File: config.mk
export PLATFORM = sky130hd
export DESIGN_NAME = i2ctcf_ctrl
export DESIGN_NICKNAME = d
export VERILOG_FILES = /design/src/design/i2ctcf_pkg.sv /design/src/design/i2ctcf_ctrl.sv
export SDC_FILE = /design/constraint.sdc
export NUM_CORES = 1
export LEC_CHECK = 0
export ABC_AREA = 1
export BUFFER_PORTS_ARGS = -buffer_cell sky130_fd_sc_hd__buf_4
export CAP_MARGIN = 30
export CELL_PAD_IN_SITES_DETAIL_PLACEMENT = 0
export CELL_PAD_IN_SITES_GLOBAL_PLACEMENT = 1
export CORE_AREA = 5 5 42 44
export CTS_BUF_LIST = sky130_fd_sc_hd__clkbuf_16
export DETAILED_ROUTE_END_ITERATION = 10
export DIE_AREA = 0 0 47 49
export PLACE_DENSITY_LB_ADDON = 0.1
export SYNTH_ARGS = -nofsm -noshare
export SYNTH_HDL_FRONTEND = slang
export SYNTH_SLANG_ARGS = --single-unit
File: constraint.sdc
create_clock -name clk_i -period 1.3 [get_ports clk_i]
set_input_delay 0.195 -clock clk_i [delete_from_list [all_inputs] [get_ports clk_i]]
set_output_delay 0.195 -clock clk_i [all_outputs]
set_load 0.02 [all_outputs]
File: src/design/i2ctcf_pkg.sv
// Shared types and constants for the I2C target command queue.
package i2ctcf_pkg;

  // Configuration port geometry
  localparam int PADDR_W = 5;
  localparam int PDATA_W = 32;

  // Configuration register indexes (byte address is 4 * index)
  typedef logic [2:0] reg_idx_t;
  localparam reg_idx_t REG_VERSION_BYTES = 3'd0;
  localparam reg_idx_t REG_VERSION_ADDR  = 3'd1;
  localparam reg_idx_t REG_READY_ADDR    = 3'd2;
  localparam reg_idx_t REG_RESET_ADDR    = 3'd3;
  localparam reg_idx_t REG_LED_FIRST     = 3'd4;
  localparam reg_idx_t REG_LED_MASK      = 3'd5;

  // Register reset values
  localparam logic [23:0] RST_VERSION_BYTES = 24'h010203;
  localparam logic [7:0]  RST_VERSION_ADDR  = 8'd1;
  localparam logic [7:0]  RST_READY_ADDR    = 8'd2;
  localparam logic [7:0]  RST_RESET_ADDR    = 8'd3;
  localparam logic [7:0]  RST_LED_FIRST     = 8'd4;
  localparam logic [7:0]  RST_LED_MASK      = 8'd9;

  // Fixed protocol constants
  localparam logic [7:0] READ_FILL       = 8'hFF;
  localparam int         VERSION_BYTES_N = 3;
  localparam int         LED_SINGLE_N    = 5;
  localparam logic [2:0] LED_SEL_MASK    = 3'd5;

  // Bus event codes
  typedef enum logic [1:0] {
    CMD_WRITE = 2'd0,
    CMD_READ  = 2'd1,
    CMD_STOP  = 2'd2,
    CMD_POP   = 2'd3
  } cmd_e;

  // Result kinds
  typedef enum logic [2:0] {
    KIND_READ   = 3'd0,
    KIND_LED    = 3'd1,
    KIND_HEADER = 3'd2,
    KIND_DATA   = 3'd3,
    KIND_EMPTY  = 3'd4
  } kind_e;

  // Message collection phase
  typedef enum logic [3:0] {
    PH_IDLE      = 4'b0001,
    PH_RECEIVE   = 4'b0010,
    PH_READ_ADDR = 4'b0100,
    PH_PENDING   = 4'b1000
  } phase_e;

  // Configuration register set
  typedef struct packed {
    logic [23:0] version_bytes;
    logic [7:0]  version_reg_addr;
    logic [7:0]  ready_reg_addr;
    logic [7:0]  reset_reg_addr;
    logic [7:0]  led_first_addr;
    logic [7:0]  led_mask_addr;
  } cfg_t;

  // Controller to datapath commands
  typedef struct packed {
    logic accept;    // take the input word this cycle
    logic exec;      // apply the latched event
    logic pop_byte;  // emit the next popped data byte
  } ctl_t;

  // Datapath to controller status
  typedef struct packed {
    logic emits;     // latched event produces a result word
    logic pop_data;  // latched pop streams data bytes after the header
    logic pop_last;  // current popped byte is the final one
    logic out_valid; // output register holds a word
  } status_t;

endpackage

File: src/design/i2ctcf_ctrl.sv
// Controller state machine for the I2C target command queue.
module i2ctcf_ctrl (
  input  logic                  clk_i,
  input  logic                  rst_ni,
  input  logic                  in_valid_i,
  output logic                  in_stall_o,
  input  logic                  out_stall_i,
  input  i2ctcf_pkg::status_t   status_i,
  output i2ctcf_pkg::ctl_t      ctl_o
);
  import i2ctcf_pkg::*;

  typedef enum logic [2:0] {
    S_IDLE = 3'b001,
    S_EXEC = 3'b010,
    S_POP  = 3'b100
  } state_e;

  state_e state_q, state_d;
  logic   out_free;

  // Output register can take a word this cycle
  assign out_free   = ~status_i.out_valid | ~out_stall_i;
  assign in_stall_o = (state_q != S_IDLE);

  // Next state and commands
  always_comb begin
    state_d        = state_q;
    ctl_o.accept   = 1'b0;
    ctl_o.exec     = 1'b0;
    ctl_o.pop_byte = 1'b0;
    case (state_q)
      S_IDLE: begin
        if (in_valid_i) begin
          ctl_o.accept = 1'b1;
          state_d      = S_EXEC;
        end
      end
      S_EXEC: begin
        if (!status_i.emits || out_free) begin
          ctl_o.exec = 1'b1;
          state_d    = status_i.pop_data ? S_POP : S_IDLE;
        end
      end
      S_POP: begin
        if (out_free) begin
          ctl_o.pop_byte = 1'b1;
          if (status_i.pop_last) begin
            state_d = S_IDLE;
          end
        end
      end
      default: state_d = S_IDLE;
    endcase
  end

  always_ff @(posedge clk_i or negedge rst_ni) begin
    if (!rst_ni) begin
      state_q <= S_IDLE;
    end else begin
      state_q <= state_d;
    end
  end

endmodule

---- Word-level counts from Yosys, hierarchy flattened ----
Cells that the tools add are included.
word-level totals
  bits in registers ....................... 3
  latch bits .............................. 0
  RAM bits ................................ 0
  ROM bits ................................ 0
  input bits .............................. 8
  output and inout bits ................... 4
  word-level logic and storage cells ...... 27
  memories kept ........................... 0
operators by class
  add/subtract/negate cells ............... 0
  multiply operators ...................... 0
  div/mod/pow operators ................... 0
  magnitude comparators ................... 0
  eq/ne operators ......................... 8
  shift-type cells ........................ 0
  multiplexer cells ....................... 12
  bitwise logic cells ..................... 3
  reduce and logical (&&, ||, !) cells .... 3
operator list
  operator                                              count
  two-way mux 3 bit                                     5
  case mux 3 bit (3 select lines)                       1
  != test 2 bit (second input constant)                 4
  two-way mux 1 bit                                     6
  AND reduction 4 bit                                   1
  equality test 3 x 1 -> 1 bit (second input constant)  1
  equality test 3 x 2 -> 1 bit (second input constant)  1
  equality test 3 bit (second input constant)           1
  != test 3 x 1 -> 1 bit (second input constant)        1
  inverter 1 bit                                        2
  zero test 1 bit                                       1
  logical OR 1 bit                                      1
  bitwise OR 1 bit                                      1

---- Longest topological paths before layout ----
  depth in word-level cells ............... 5
  mapped depth ............................ 5
  gate-level depth less buffers ........... 5

---- Worst setup path before layout ----
No wires, ideal clock.
  path type ............................... register -> output
  from .................................... register state_q[0]
  to ...................................... output ctl_o[2] (netlist name)
  arrival ................................. 1030 ps
  required time ........................... 1105 ps
  setup slack ............................. 75 ps
  stages on the path, launching flop included .. 3
  path buffers ............................ 0
  cell sequence ........................... dfstp_2 -> nand3_2 -> nor2_1
RTL lines
  element                   RTL line           text
  start: declaration        i2ctcf_ctrl.sv:19  state_e state_q, state_d;
  start signal: assignment  i2ctcf_ctrl.sv:61  state_q <= state_d;
  end: declaration          i2ctcf_ctrl.sv:9   output i2ctcf_pkg::ctl_t ctl_o

==> results_dict.tcl <==
set metrics [dict create \
    status "finished, violations left" \
    violations "setup timing" \
    finalSetupViolCount 1 \
    syn_area_per_cell_um2 6.731 \
    grt_pass1_wl_um 869 \
    ys_seq_area_share_pct 39.10 \
    reg_top3 "state_q x3" \
    relSlewSlack_pct 88.86 \
    min_path_type "input port to register" \
    antenna_found_initial 0 \
    clock-sinks 3 \
    cts_made_buffers 3 \
    core-area_um2 1401 \
    arrival_ns 1.11 \
    fmax_mhz 766.1 \
    hold_viol_final 0 \
    grt_pass1_vias 204 \
    max_stage_delay_ns 0.55 \
    rsz0062_at_grt "yes" \
    hp-start "status_i[2]" \
    vias_per_cell 4.000 \
    synth_top_area_share_pct 25.64 \
    cellPowerDensity_nw_per_um2 2356 \
    setup_ws_ns -0.005249 \
    clock_path_buffers 2 \
    synth_area_um2 195.2 \
    start_kind "register" \
    cpMaxStageDelayCell "dfstp_2" \
    num_rows 14 \
    period_share_pct 100.4 \
    power_mw 0.9490 \
    worstSkewPairLatency_ns 0.22 \
    worstMarginPinSlew_ns 0.1654 \
    area_delta_synth_final_pct 106.4 \
    finClkSkew_ns 0.002787 \
    antenna_cells 0 \
    worstReg2RegStart "state_q[0]" \
    drive_above_1_share_pct 41.30 \
    drc_errors 0 \
    place_area_um2 297.8 \
    vias 248 \
    io_pins 12 \
    reg2reg_slack_ns 0.22 \
    grt_max_degree 5 \
    synth_area_leaders "dfrtp_1 26%, dfstp_2 13%, nor2_1 12%" \
    finalMaxSlewViolations 0 \
    largest_reg_flops 3 \
    whs_path_depth 4 \
    p_leak_nw 0.2265 \
    syn_inst 29 \
    min_to "state_q[0]" \
    placement.io_buffers 11 \
    syn-num-nets 37 \
    dp_hpwl_um 482.1 \
    detail-route-antenna-nets 0 \
    finalSetupTns_ns -0.005249 \
    ys_types 12 \
    ys_seq_elements 3 \
    firstDrtPassIters 2 \
    clockRootBuffer "clkbuf_16" \
    finalNetCount 55 \
    yosysWarnings 0 \
    globalplace.congestion 0.7135 \
    start_util_pct 13.93 \
    path_max_fanout 4 \
    routed_wl_um 622 \
    dp_cells 56 \
    reg2reg_depth 6 \
    grt.total_usage_pct 5.219 \
    yosys.area.top_type "dfrtp_1" \
    critPathRequiredTime_ns 1.11 \
    r2r-end "state_q[2]" \
    chipHeight_um 49 \
    path_class "register to primary output" \
    dieArea_um2 2303 \
    final_core_util_pct 28.75 \
    path_delay_family "flip-flops" \
    cts_tree "yes" \
    ctsHtreeMaxLevel 1 \
    drt_iter0_markers 1 \
    critical_path_buf_inv_count 1 \
    die_w_um 47 \
    fin_area_um2 402.9 \
    overflow 0 \
    cp_cell_sequence "nand3_2 > nor2_1 > buf_4" \
    finalCriticalPeriod_ns 1.305 \
    end_kind "primary output" \
    largest_register "state_q" \
    peakVddDrop_v 0.0008880 \
    fin_cells 62 \
    avgRoutedWirePerCell_um 10.03 \
    drv_cap 0 \
    cts.clk_slew.worst_paths_ns 0.03 \
]
## what timing repair did
action / 4_1_cts / 5_1_grt
setup buffers: 0 / 1
hold buffers: 1 / 0
setup endpoints to repair: 3 / 3
endpoints found under the hold margin: 3 / 0
gates resized for setup: 2 / 0
pin swaps: 1 / 0
## layout by cell type (no fill, tap or decap), drive strengths merged
cell	n
and3	1
o21ai	3
dfrtp	2
dlygate4sd3	1
nor2	6
nand3	4
nand4	2
nand2	4
buf	12
inv	7
dfstp	1
clkbuf	3
## metal layers
metal | up-vias | GRT usage, % | part of all wire [%]
li1 | 127 | - | -
met1 | 113 | 7.285 | 42
met2 | 8 | 6.335 | 45
met3 | 0 | 2.583 | 13
met4 | 0 | 2.765 | 0
met5 | - | 0 | 0
## cell families (layout without fill, tap and decap cells)
group | Yosys count | in the layout | synth area share [%]
AO/OA/AOI/OAI | 3 | 3 | 7.690
flip-flops | 3 | 3 | 39.11
AND/OR/NAND/NOR | 17 | 17 | 41.66
buffers and inverters | 6 | 23 | 11.54
## synthesized netlist by cell type
cell type,n
inv_1,5
dfstp_2,1
and3_1,1
o21ai_0,1
nand2_1,4
o21ai_1,2
dfrtp_1,2
nand3_2,1
nor2_1,6
nand3_1,3
nand4_1,2
inv_2,1
## through the flow
stage	worst slack [ns]	hold WS, ns
after global routing	-0.04468	0.3245
after detailed placement	0.1768	-0.01471
after floorplan	0.07513	-0.1006
after CTS	-0.02038	0.2978
after global placement	0.1811	-0.01725
final	-0.005249	0.2919
## final cells by class
type / instances / area (um^2)
flip-flops and latches: 3 / 76.32
well taps: 16 / 20.02
multi-input cells: 20 / 101.3
clock inverters: 1 / 3.754
repair buffers: 13 / 103.9
inverters: 6 / 22.52
fillers: 165 / 998.5
clock buffers: 3 / 75.07
## tightest hold or removal path: stages
cell and delay (ns):
buf_4 0.07, inv_1 0.03, o21ai_1 0.12, o21ai_1 0.08
## how the worst max path moves through the flow
stage / depth (start not counted) / from / end / slack [ns]
6_report: 3 / state_q[0] / ctl_o[2] / -0.005
5_1_grt: 3 / state_q[0] / ctl_o[2] / -0.04
4_1_cts: 3 / state_q[0] / ctl_o[2] / -0.02
3_5_place_dp: 4 / state_q[0] / ctl_o[1] / 0.18
3_3_place_gp: 4 / state_q[0] / ctl_o[1] / 0.18
2_1_floorplan: 2 / state_q[0] / ctl_o[2] / 0.08
## power breakdown
group / internal (mW) / total, mW / switching, mW
logic: 0.126 / 0.294 / 0.168
registers: 0.138 / 0.173 / 0.0353
clock network: 0.397 / 0.482 / 0.0849
total: 0.660 / 0.949 / 0.289
Note: power is estimated with default switching activity, not from simulation.
