$ cat config.mk
export PLATFORM = sky130hd
export DESIGN_NAME = i2ctcf_cfg_regs
export DESIGN_NICKNAME = d
export VERILOG_FILES = /design/src/design/i2ctcf_pkg.sv /design/src/design/i2ctcf_cfg_regs.sv
export SDC_FILE = /design/constraint.sdc
export NUM_CORES = 1
export LEC_CHECK = 0
export ABC_AREA = 1
export ABC_CLOCK_PERIOD_IN_PS = 1400
export BUFFER_PORTS_ARGS = -buffer_cell sky130_fd_sc_hd__buf_2
export CORE_ASPECT_RATIO = 1.4
export CORE_MARGIN = 5
export CORE_UTILIZATION = 48
export CTS_CLUSTER_SIZE = 28
export DETAILED_ROUTE_END_ITERATION = 8
export PLACE_DENSITY = 0.81
export RECOVER_POWER = 25
export SETUP_SLACK_MARGIN = 0.15
export SYNTH_ARGS = -nofsm -noshare
export SYNTH_HDL_FRONTEND = slang
export SYNTH_SLANG_ARGS = --single-unit
$ cat constraint.sdc
create_clock -name clk_i -period 1.4 [get_ports clk_i]
set_clock_uncertainty 0.15 [all_clocks]
set_input_delay 0.07 -clock clk_i [delete_from_list [all_inputs] [get_ports clk_i]]
set_output_delay 0.07 -clock clk_i [all_outputs]
set_load 0.01 [all_outputs]
$ cat src/design/i2ctcf_pkg.sv
// Shared types and constants for the I2C target command queue.
package i2ctcf_pkg;

  // Configuration port geometry
  localparam int PADDR_W = 5;
  localparam int PDATA_W = 32;

  // Configuration register indexes (byte address is 4 * index)
  typedef logic [2:0] reg_idx_t;
  localparam reg_idx_t REG_VERSION_BYTES = 3'd0;
  localparam reg_idx_t REG_VERSION_ADDR  = 3'd1;
  localparam reg_idx_t REG_READY_ADDR    = 3'd2;
  localparam reg_idx_t REG_RESET_ADDR    = 3'd3;
  localparam reg_idx_t REG_LED_FIRST     = 3'd4;
  localparam reg_idx_t REG_LED_MASK      = 3'd5;

  // Register reset values
  localparam logic [23:0] RST_VERSION_BYTES = 24'h010203;
  localparam logic [7:0]  RST_VERSION_ADDR  = 8'd1;
  localparam logic [7:0]  RST_READY_ADDR    = 8'd2;
  localparam logic [7:0]  RST_RESET_ADDR    = 8'd3;
  localparam logic [7:0]  RST_LED_FIRST     = 8'd4;
  localparam logic [7:0]  RST_LED_MASK      = 8'd9;

  // Fixed protocol constants
  localparam logic [7:0] READ_FILL       = 8'hFF;
  localparam int         VERSION_BYTES_N = 3;
  localparam int         LED_SINGLE_N    = 5;
  localparam logic [2:0] LED_SEL_MASK    = 3'd5;

  // Bus event codes
  typedef enum logic [1:0] {
    CMD_WRITE = 2'd0,
    CMD_READ  = 2'd1,
    CMD_STOP  = 2'd2,
    CMD_POP   = 2'd3
  } cmd_e;

  // Result kinds
  typedef enum logic [2:0] {
    KIND_READ   = 3'd0,
    KIND_LED    = 3'd1,
    KIND_HEADER = 3'd2,
    KIND_DATA   = 3'd3,
    KIND_EMPTY  = 3'd4
  } kind_e;

  // Message collection phase
  typedef enum logic [3:0] {
    PH_IDLE      = 4'b0001,
    PH_RECEIVE   = 4'b0010,
    PH_READ_ADDR = 4'b0100,
    PH_PENDING   = 4'b1000
  } phase_e;

  // Configuration register set
  typedef struct packed {
    logic [23:0] version_bytes;
    logic [7:0]  version_reg_addr;
    logic [7:0]  ready_reg_addr;
    logic [7:0]  reset_reg_addr;
    logic [7:0]  led_first_addr;
    logic [7:0]  led_mask_addr;
  } cfg_t;

  // Controller to datapath commands
  typedef struct packed {
    logic accept;    // take the input word this cycle
    logic exec;      // apply the latched event
    logic pop_byte;  // emit the next popped data byte
  } ctl_t;

  // Datapath to controller status
  typedef struct packed {
    logic emits;     // latched event produces a result word
    logic pop_data;  // latched pop streams data bytes after the header
    logic pop_last;  // current popped byte is the final one
    logic out_valid; // output register holds a word
  } status_t;

endpackage

$ cat src/design/i2ctcf_cfg_regs.sv
// APB-style configuration register block for the I2C target command queue.
module i2ctcf_cfg_regs (
  input  logic                          clk_i,
  input  logic                          rst_ni,
  input  logic                          psel,
  input  logic                          penable,
  input  logic                          pwrite,
  input  logic [i2ctcf_pkg::PADDR_W-1:0] paddr,
  input  logic [i2ctcf_pkg::PDATA_W-1:0] pwdata,
  output logic [i2ctcf_pkg::PDATA_W-1:0] prdata,
  output logic                          pready,
  output i2ctcf_pkg::cfg_t              cfg_o
);
  import i2ctcf_pkg::*;

  cfg_t     cfg_q;
  reg_idx_t idx;
  logic     wr_en;

  assign idx    = paddr[PADDR_W-1:2];
  assign wr_en  = psel & penable & pwrite;
  assign pready = 1'b1;
  assign cfg_o  = cfg_q;

  // Register writes; unknown indexes are dropped
  always_ff @(posedge clk_i or negedge rst_ni) begin
    if (!rst_ni) begin
      cfg_q.version_bytes    <= RST_VERSION_BYTES;
      cfg_q.version_reg_addr <= RST_VERSION_ADDR;
      cfg_q.ready_reg_addr   <= RST_READY_ADDR;
      cfg_q.reset_reg_addr   <= RST_RESET_ADDR;
      cfg_q.led_first_addr   <= RST_LED_FIRST;
      cfg_q.led_mask_addr    <= RST_LED_MASK;
    end else if (wr_en) begin
      case (idx)
        REG_VERSION_BYTES: cfg_q.version_bytes    <= pwdata[23:0];
        REG_VERSION_ADDR:  cfg_q.version_reg_addr <= pwdata[7:0];
        REG_READY_ADDR:    cfg_q.ready_reg_addr   <= pwdata[7:0];
        REG_RESET_ADDR:    cfg_q.reset_reg_addr   <= pwdata[7:0];
        REG_LED_FIRST:     cfg_q.led_first_addr   <= pwdata[7:0];
        REG_LED_MASK:      cfg_q.led_mask_addr    <= pwdata[7:0];
        default: ;
      endcase
    end
  end

  // Read mux
  always_comb begin
    prdata = '0;
    case (idx)
      REG_VERSION_BYTES: prdata = {8'd0, cfg_q.version_bytes};
      REG_VERSION_ADDR:  prdata = {24'd0, cfg_q.version_reg_addr};
      REG_READY_ADDR:    prdata = {24'd0, cfg_q.ready_reg_addr};
      REG_RESET_ADDR:    prdata = {24'd0, cfg_q.reset_reg_addr};
      REG_LED_FIRST:     prdata = {24'd0, cfg_q.led_first_addr};
      REG_LED_MASK:      prdata = {24'd0, cfg_q.led_mask_addr};
      default:           prdata = '0;
    endcase
  end

endmodule

After elaboration in Yosys (flattened, before gate mapping)

Cells that the tools add are included.

Equality and inequality tests: 5
Muxes and demuxes: 1
Bitwise gates (word level): 2
Reduce and logical (&&, ||, !) cells: 7

Operators by type and width:

| cell                                                             | count |
|---|---|
| 24-bit case mux with 6 select lines                              | 1 |
| 2-bit AND reduction                                              | 6 |
| 3-bit by 2-bit == test with 1-bit output (second input constant) | 2 |
| 3-bit == test (second input constant)                            | 2 |
| 3-bit by 1-bit == test with 1-bit output (second input constant) | 1 |
| 3-bit zero test                                                  | 1 |
| 1-bit AND                                                        | 2 |

Flip-flop bits (word level): 64
Input port bits: 42
Output and inout port bits: 97
Word-level logic and storage cells: 21

Depth between registers and ports, before layout

Gate-level depths: netlist (run 1).

Depth after elaboration: 3
Gate-level depth with buffers: 8
Mapped depth without buffers: 6

Worst setup path before layout (run 1)

No wires, ideal clock.

Path kind: input-to-reg
Start: in paddr[2] in the netlist's numbering
End: reg cfg_q, in the netlist cfg_o[44]
Setup time: 0.123 ns
Data arrival time: 0.885 ns
Data required time: 1.127 ns
Path slack: 0.242 ns
Cell stages on the path: 6
Buffers on the path: 2
Cells stage by stage: buf_2 nor2_4 nand2_2 buf_2 o21ai_0 nand2_1

Cells in the longest elaborated chain, start to end: 2

Ends and longest elaborated chain:

| item                                 | line                  | source |
|---|---|---|
| start: declaration                   | i2ctcf_cfg_regs.sv:8  | `input logic [i2ctcf_pkg::PADDR_W-1:0] paddr,` |
| 3-bit zero test                      | i2ctcf_cfg_regs.sv:35 | `case (idx)` |
| 2-bit AND reduction (no source line) | n/a                   |  |
| end: declaration                     | i2ctcf_cfg_regs.sv:16 | `cfg_t cfg_q;` |

No other way between the ends.
A chain may end at the register's enable or synchronous reset.

Worst setup path after layout (run 1)

Start: reg cfg_q, in the netlist cfg_o[16]
End: out prdata[0] in the netlist's numbering

Cells in the longest elaborated chain, start to end: 1

Ends and longest elaborated chain:

| item                                | line                  | source |
|---|---|---|
| 24-bit case mux with 6 select lines | i2ctcf_cfg_regs.sv:50 | `case (idx)` |
| end: declaration                    | i2ctcf_cfg_regs.sv:10 | `output logic [i2ctcf_pkg::PDATA_W-1:0] prdata,` |

No other way between the ends.

==> flow_summary.yaml, run 1 <==
floorplanning:
  core_area_sq_um: 6570
  initial_core_util: 0.490
  io-pin-count: 139
  die_h_microns: 107
  fp-row-count: 35
  die_width_microns: 79.2
  die-area_sq_um: 8460
clocking:
  path_clk_slew_ns: 0.07
  cts-root-buf: "clkbuf_8"
  cts_tree: "built"
  clk_latency_ns: 0.34
  clk_path_buf_depth: 2
  htree_levels: 3
  cts_inserted_buffers: 9
  cts.sinks: 64
sta:
  finalSetupViolCount: 8
  finalMaxSlewViolations: 0
  min_period_ns: 1.60
  maxClockFrequency_mhz: 625
  rsz0062_at_grt: "true"
  max_slew.worst_pin.slew_ns: 0.859
  fin_crit_sh: 1.14
  slew_headroom: 0.427
  setup_slack_ns: -0.201
  hold_violations: 0
setup_path:
  startpoint_type: "flip-flop"
  worstPathArrival_ns: 1.38
  critPathKind: "flip-flop to output pin"
  worstPathRequired_ns: 1.18
  crit_fanout: 2
  worst_setup_path_end_kind: "output pin"
synth:
  syn_area_sq_um: 3220
  syn_inst: 408
  yosysMostFrequentCell: "nand2_1"
  synth_area_leaders: "dfrtp_1 41%, nand2_1 14%, o21ai_0 10%, dfstp_2 9.0%, inv_1 4.2%"
  yosysTopAreaCell: "dfrtp_1"
  synthArstFlopShare: 1.00
  synth_ff_type: "dfrtp_1"
  synth.distinct_cells: 20
  ys_seq_area_frac: 0.502
  yosysWarningCount: 0
  yosysTopAreaCellShare: 0.412
  ys_seq_elements: 64
  ys_top_cells_by_count: "123 x nand2_1, 64 x o21ai_0, 53 x dfrtp_1"
  synth_area_per_cell_sq_um: 7.88
  synth_edf_count: 0
drt:
  drt_drc_violations_left: 0
  wirelength_mm: 10.6
  drt_iter0_markers: 452
  routedWlPerCell_microns: 16.0
  ant_nets: 0
  firstDrtPassIters: 7
  vias: 3556
  viasPerCell: 5.34
placement:
  dpl.hpwl_mm: 6.61
  gp_congestion: 0.889
  io_buffers: 119
  place_ws_ns: 0.0408
finish:
  fin_nets: 629
  largest_reg_flops: 64
  syn_to_final_growth_pct: 50.8
  diodes: 0
  fillers: 415
  fin_util: 0.738
  drive_gt1_frac: 0.380
power:
  vdd_drop_max_mv: 0.680
  cellPowerDensity_nw_per_um2: 1310
  p_leak_nw: 2.62
global_route:
  grt_pass1_wl_mm: 16.1
  grt_max_degree: 65
  antenna_found_initial: 0
  overflow: 0
  grtUsageTotal: 0.244
  first_global_vias: 3305
job:
  maxCapViolCount: 0
status:
  status: "finished with violations"
  violations: "setup timing"
min_path:
  hold_class: "input port to flip-flop"
==> placed cells by master, fill, tap and decap left out, drive strengths merged <==
cell         synthesis  layout
clkbuf               5      12
bufinv               0       2
inv                 38      37
clkinvlp             0       3
buf                 26     166
dlygate4sd3          0      25
nand4               21      21
clkinv               0       1
o21ai               65      65
dfrtp               53      53
nand2              126     126
a21oi                3       3
nor2                34      34
dfstp               11      11
nand3               24      24
conb                 2       9
==> metrics by stage <==
step	setup TNS [ns]	std cells	hold WS [ns]	power (mW)	area, sq um
after CTS	-0.399	656	0.0913	6.00	4570
after global routing	-1.36	666	0.127	6.69	4850
after global placement	0	595	-0.0464	3.89	3880
final	-0.749	666	0.116	6.36	4850
after floorplan	0	415	-0.376	3.23	3240
after detailed placement	0	595	-0.0414	3.94	3880
==> area by class of cell <==
cell class              instances  area, sq um  share of cell area
clock buffers                  11          141              0.0292
clock inverters                 5         80.1              0.0165
inverters                      38          146              0.0302
multi-input cells             282         1320               0.271
flip-flops and latches         64         1620               0.333
well taps                      74         92.6              0.0191
repair buffers                192         1460               0.301
==> layer usage <==
metal,vias to the layer above,global-route usage,routed length (microns)
met2,208,0.426,5460
met3,46,0.0664,854
li1,1656,-,-
met4,0,0.103,419
met1,1646,0.277,3900
met5,-,0,0
==> critical path: stages (launching register included) <==
cell,delay (ns)
dfstp_2,0.54
nand4_1,0.13
nand2_1,0.11
nor2_1,0.06
nand2_1,0.07
buf_2,0.13
==> kinds of logic after synthesis <==
group	synth area share
other	0.00234
flip-flops	0.502
AND/OR/NAND/NOR	0.281
AO/OA/AOI/OAI	0.106
buffers and inverters	0.108
==> report_power, final <==
part / internal [mW] / switching, mW
combinational: 1.01 / 1.01
clock: 1.05 / 0.735
sequential: 2.27 / 0.296
total: 4.32 / 2.04
==> worst paths after layout <==
kind                       startpoint        end  slack [ns]  cells past startpoint
setup / recovery            cfg_o[16]  prdata[0]       -0.20                      5
hold / removal                penable   cfg_o[8]        0.12                      4
setup reg to reg            cfg_o[17]  cfg_o[17]        0.32                      4
hold reg to reg             cfg_o[41]  cfg_o[41]        0.36                      2
max in group asynchronous      rst_ni  cfg_o[11]        0.22                      3
min in group asynchronous      rst_ni  cfg_o[27]        0.32                      3
==> what timing repair did <==
item,CTS,global route
buffers inserted,20,10
gates cloned,0,0
gates resized for setup,14,55
pin swaps,11,21
endpoints found under the hold margin,128,0
setup endpoints to repair,17,48
hold buffers,25,0
Power figures use the tool's default switching activity.
==> inputs of run 2 (changes only) <==
- ABC_CLOCK_PERIOD_IN_PS: 1400 -> 1950
- CORE_UTILIZATION: 48 -> 51
- PLACE_DENSITY: 0.81 -> 0.85
- clock period: 1.4 -> 1.95 ns (I/O delays scaled with it)
==> run 2 against run 1 <==
Against the previous run: the run now ends clean; sequential share of layout area grew 4.6 points; sequential power fell by 29%; register-to-register slack gained 0.66 ns; critical path type is now input port to output pin; critical endpoint is now prdata[5]; largest power group unchanged; highest routed layer unchanged.
==> flow_summary.yaml, run 2 (same netlist as run 1, synthesis figures left out) <==
power:
  vdd_drop_max_mv: 0.672
  cellPowerDensity_nw_per_um2: 936
  p_leak_nw: 2.37
setup_path:
  worstPathRequired_ns: 1.70
  crit_fanout: 19
  critPathKind: "input port to output pin"
  worst_setup_path_end_kind: "output pin"
  worstPathArrival_ns: 1.31
  startpoint_type: "input port"
sta:
  hold_violations: 0
  setup_tns_ns: 0
  min_period_ns: 1.56
  rsz0062_at_grt: "false"
  finalSetupViolCount: 0
  max_slew.worst_pin.slew_ns: 0.941
  maxClockFrequency_mhz: 641
  finalMaxSlewViolations: 0
  fin_crit_sh: 0.800
  slew_headroom: 0.373
finish:
  fin_util: 0.690
  drive_gt1_frac: 0.296
  mostFrequentLayoutCells: "124 x nand2_1, 117 x buf_2, 64 x o21ai_0"
  largest_reg_flops: 64
  diodes: 0
  fin_nets: 591
  layout_commonest_cell: "nand2_1"
  syn_to_final_growth_pct: 32.5
global_route:
  first_global_vias: 3326
  grtUsageTotal: 0.241
  antenna_found_initial: 0
  grt_pass1_wl_mm: 15.7
  overflow: 0
  grt_max_degree: 49
min_path:
  hold_class: "input port to flip-flop"
drt:
  vias: 3279
  viasPerCell: 5.24
  routedWlPerCell_microns: 15.6
  wirelength_mm: 9.75
  firstDrtPassIters: 6
  drt_drc_violations_left: 0
  drt_iter0_markers: 366
  ant_nets: 0
clocking:
  path_clk_slew_ns: 0.06
  cts.sinks: 64
  clk_path_buf_depth: 2
  htree_levels: 3
  post_cts_buffers: 0
  cts_hold_buf: 25
  clk_latency_ns: 0.33
  cts_inserted_buffers: 9
  cts-root-buf: "clkbuf_8"
  ctsResizeCount: 0
  cts_tree: "built"
floorplanning:
  core_area_sq_um: 6170
  die-area_sq_um: 8020
  io-pin-count: 139
  fp-row-count: 34
  initial_core_util: 0.521
  die_h_microns: 104
  die_width_microns: 77.1
status:
  status: "completed"
job:
  maxCapViolCount: 0
placement:
  io_buffers: 119
  dpl.hpwl_mm: 6.78
  gp_congestion: 0.895
## run 2: power by group
part,total (mW),internal [mW],switching [mW]
clock,1.14,0.657,0.482
sequential,1.83,1.63,0.199
combinational,1.02,0.409,0.611
total,3.99,2.69,1.29
## run 2: per-stage QoR
| step | instances | setup WS [ns] | instance area [sq um] | power [mW] | hold slack (ns) |
|---|---|---|---|---|---|
| finish | 626 | 0.389 | 4260 | 3.99 | 0.0744 |
| global route | 626 | 0.264 | 4260 | 4.20 | 0.0887 |
| CTS | 626 | 0.401 | 4270 | 4.01 | 0.0369 |
| detailed placement | 585 | 0.408 | 3820 | 2.82 | -0.0991 |
| global placement | 585 | 0.465 | 3820 | 2.78 | -0.108 |
| floorplan | 415 | 0.764 | 3240 | 2.32 | -0.348 |
## run 2: layout make-up
class                   count  area, sq um
clock buffers              13          159
clock inverters             3         40.0
fillers                   510         1910
inverters                  38          143
multi-input cells         282         1270
flip-flops and latches     64         1620
well taps                  72         90.1
repair buffers            154          943
## run 2: per-layer routing
metal | up-vias | global-route usage | share of wire
li1 | 1574 | - | -
met1 | 1503 | 0.273 | 0.37
met2 | 175 | 0.426 | 0.52
met3 | 27 | 0.0537 | 0.083
met4 | 0 | 0.109 | 0.029
met5 | - | 0 | 0
## run 2: critical path, cell delays in order
cell and delay, ns:
clkbuf_1 0.09, buf_4 0.20, nor2_1 0.22, buf_4 0.26, nand3_1 0.11, o21ai_0 0.09, inv_1 0.06, nand2_1 0.06
buf_2 0.12
## run 2: path summary, 6_finish.rpt
kind	from	to	slack [ns]	depth (start not counted)
max	paddr[2]	prdata[5]	0.39	9
min	penable	cfg_o[40]	0.07	4
max reg2reg	cfg_o[56]	cfg_o[56]	0.98	2
min reg2reg	cfg_o[16]	cfg_o[16]	0.35	2
max in group asynchronous	rst_ni	cfg_o[25]	0.50	3
min in group asynchronous	rst_ni	cfg_o[61]	0.32	2
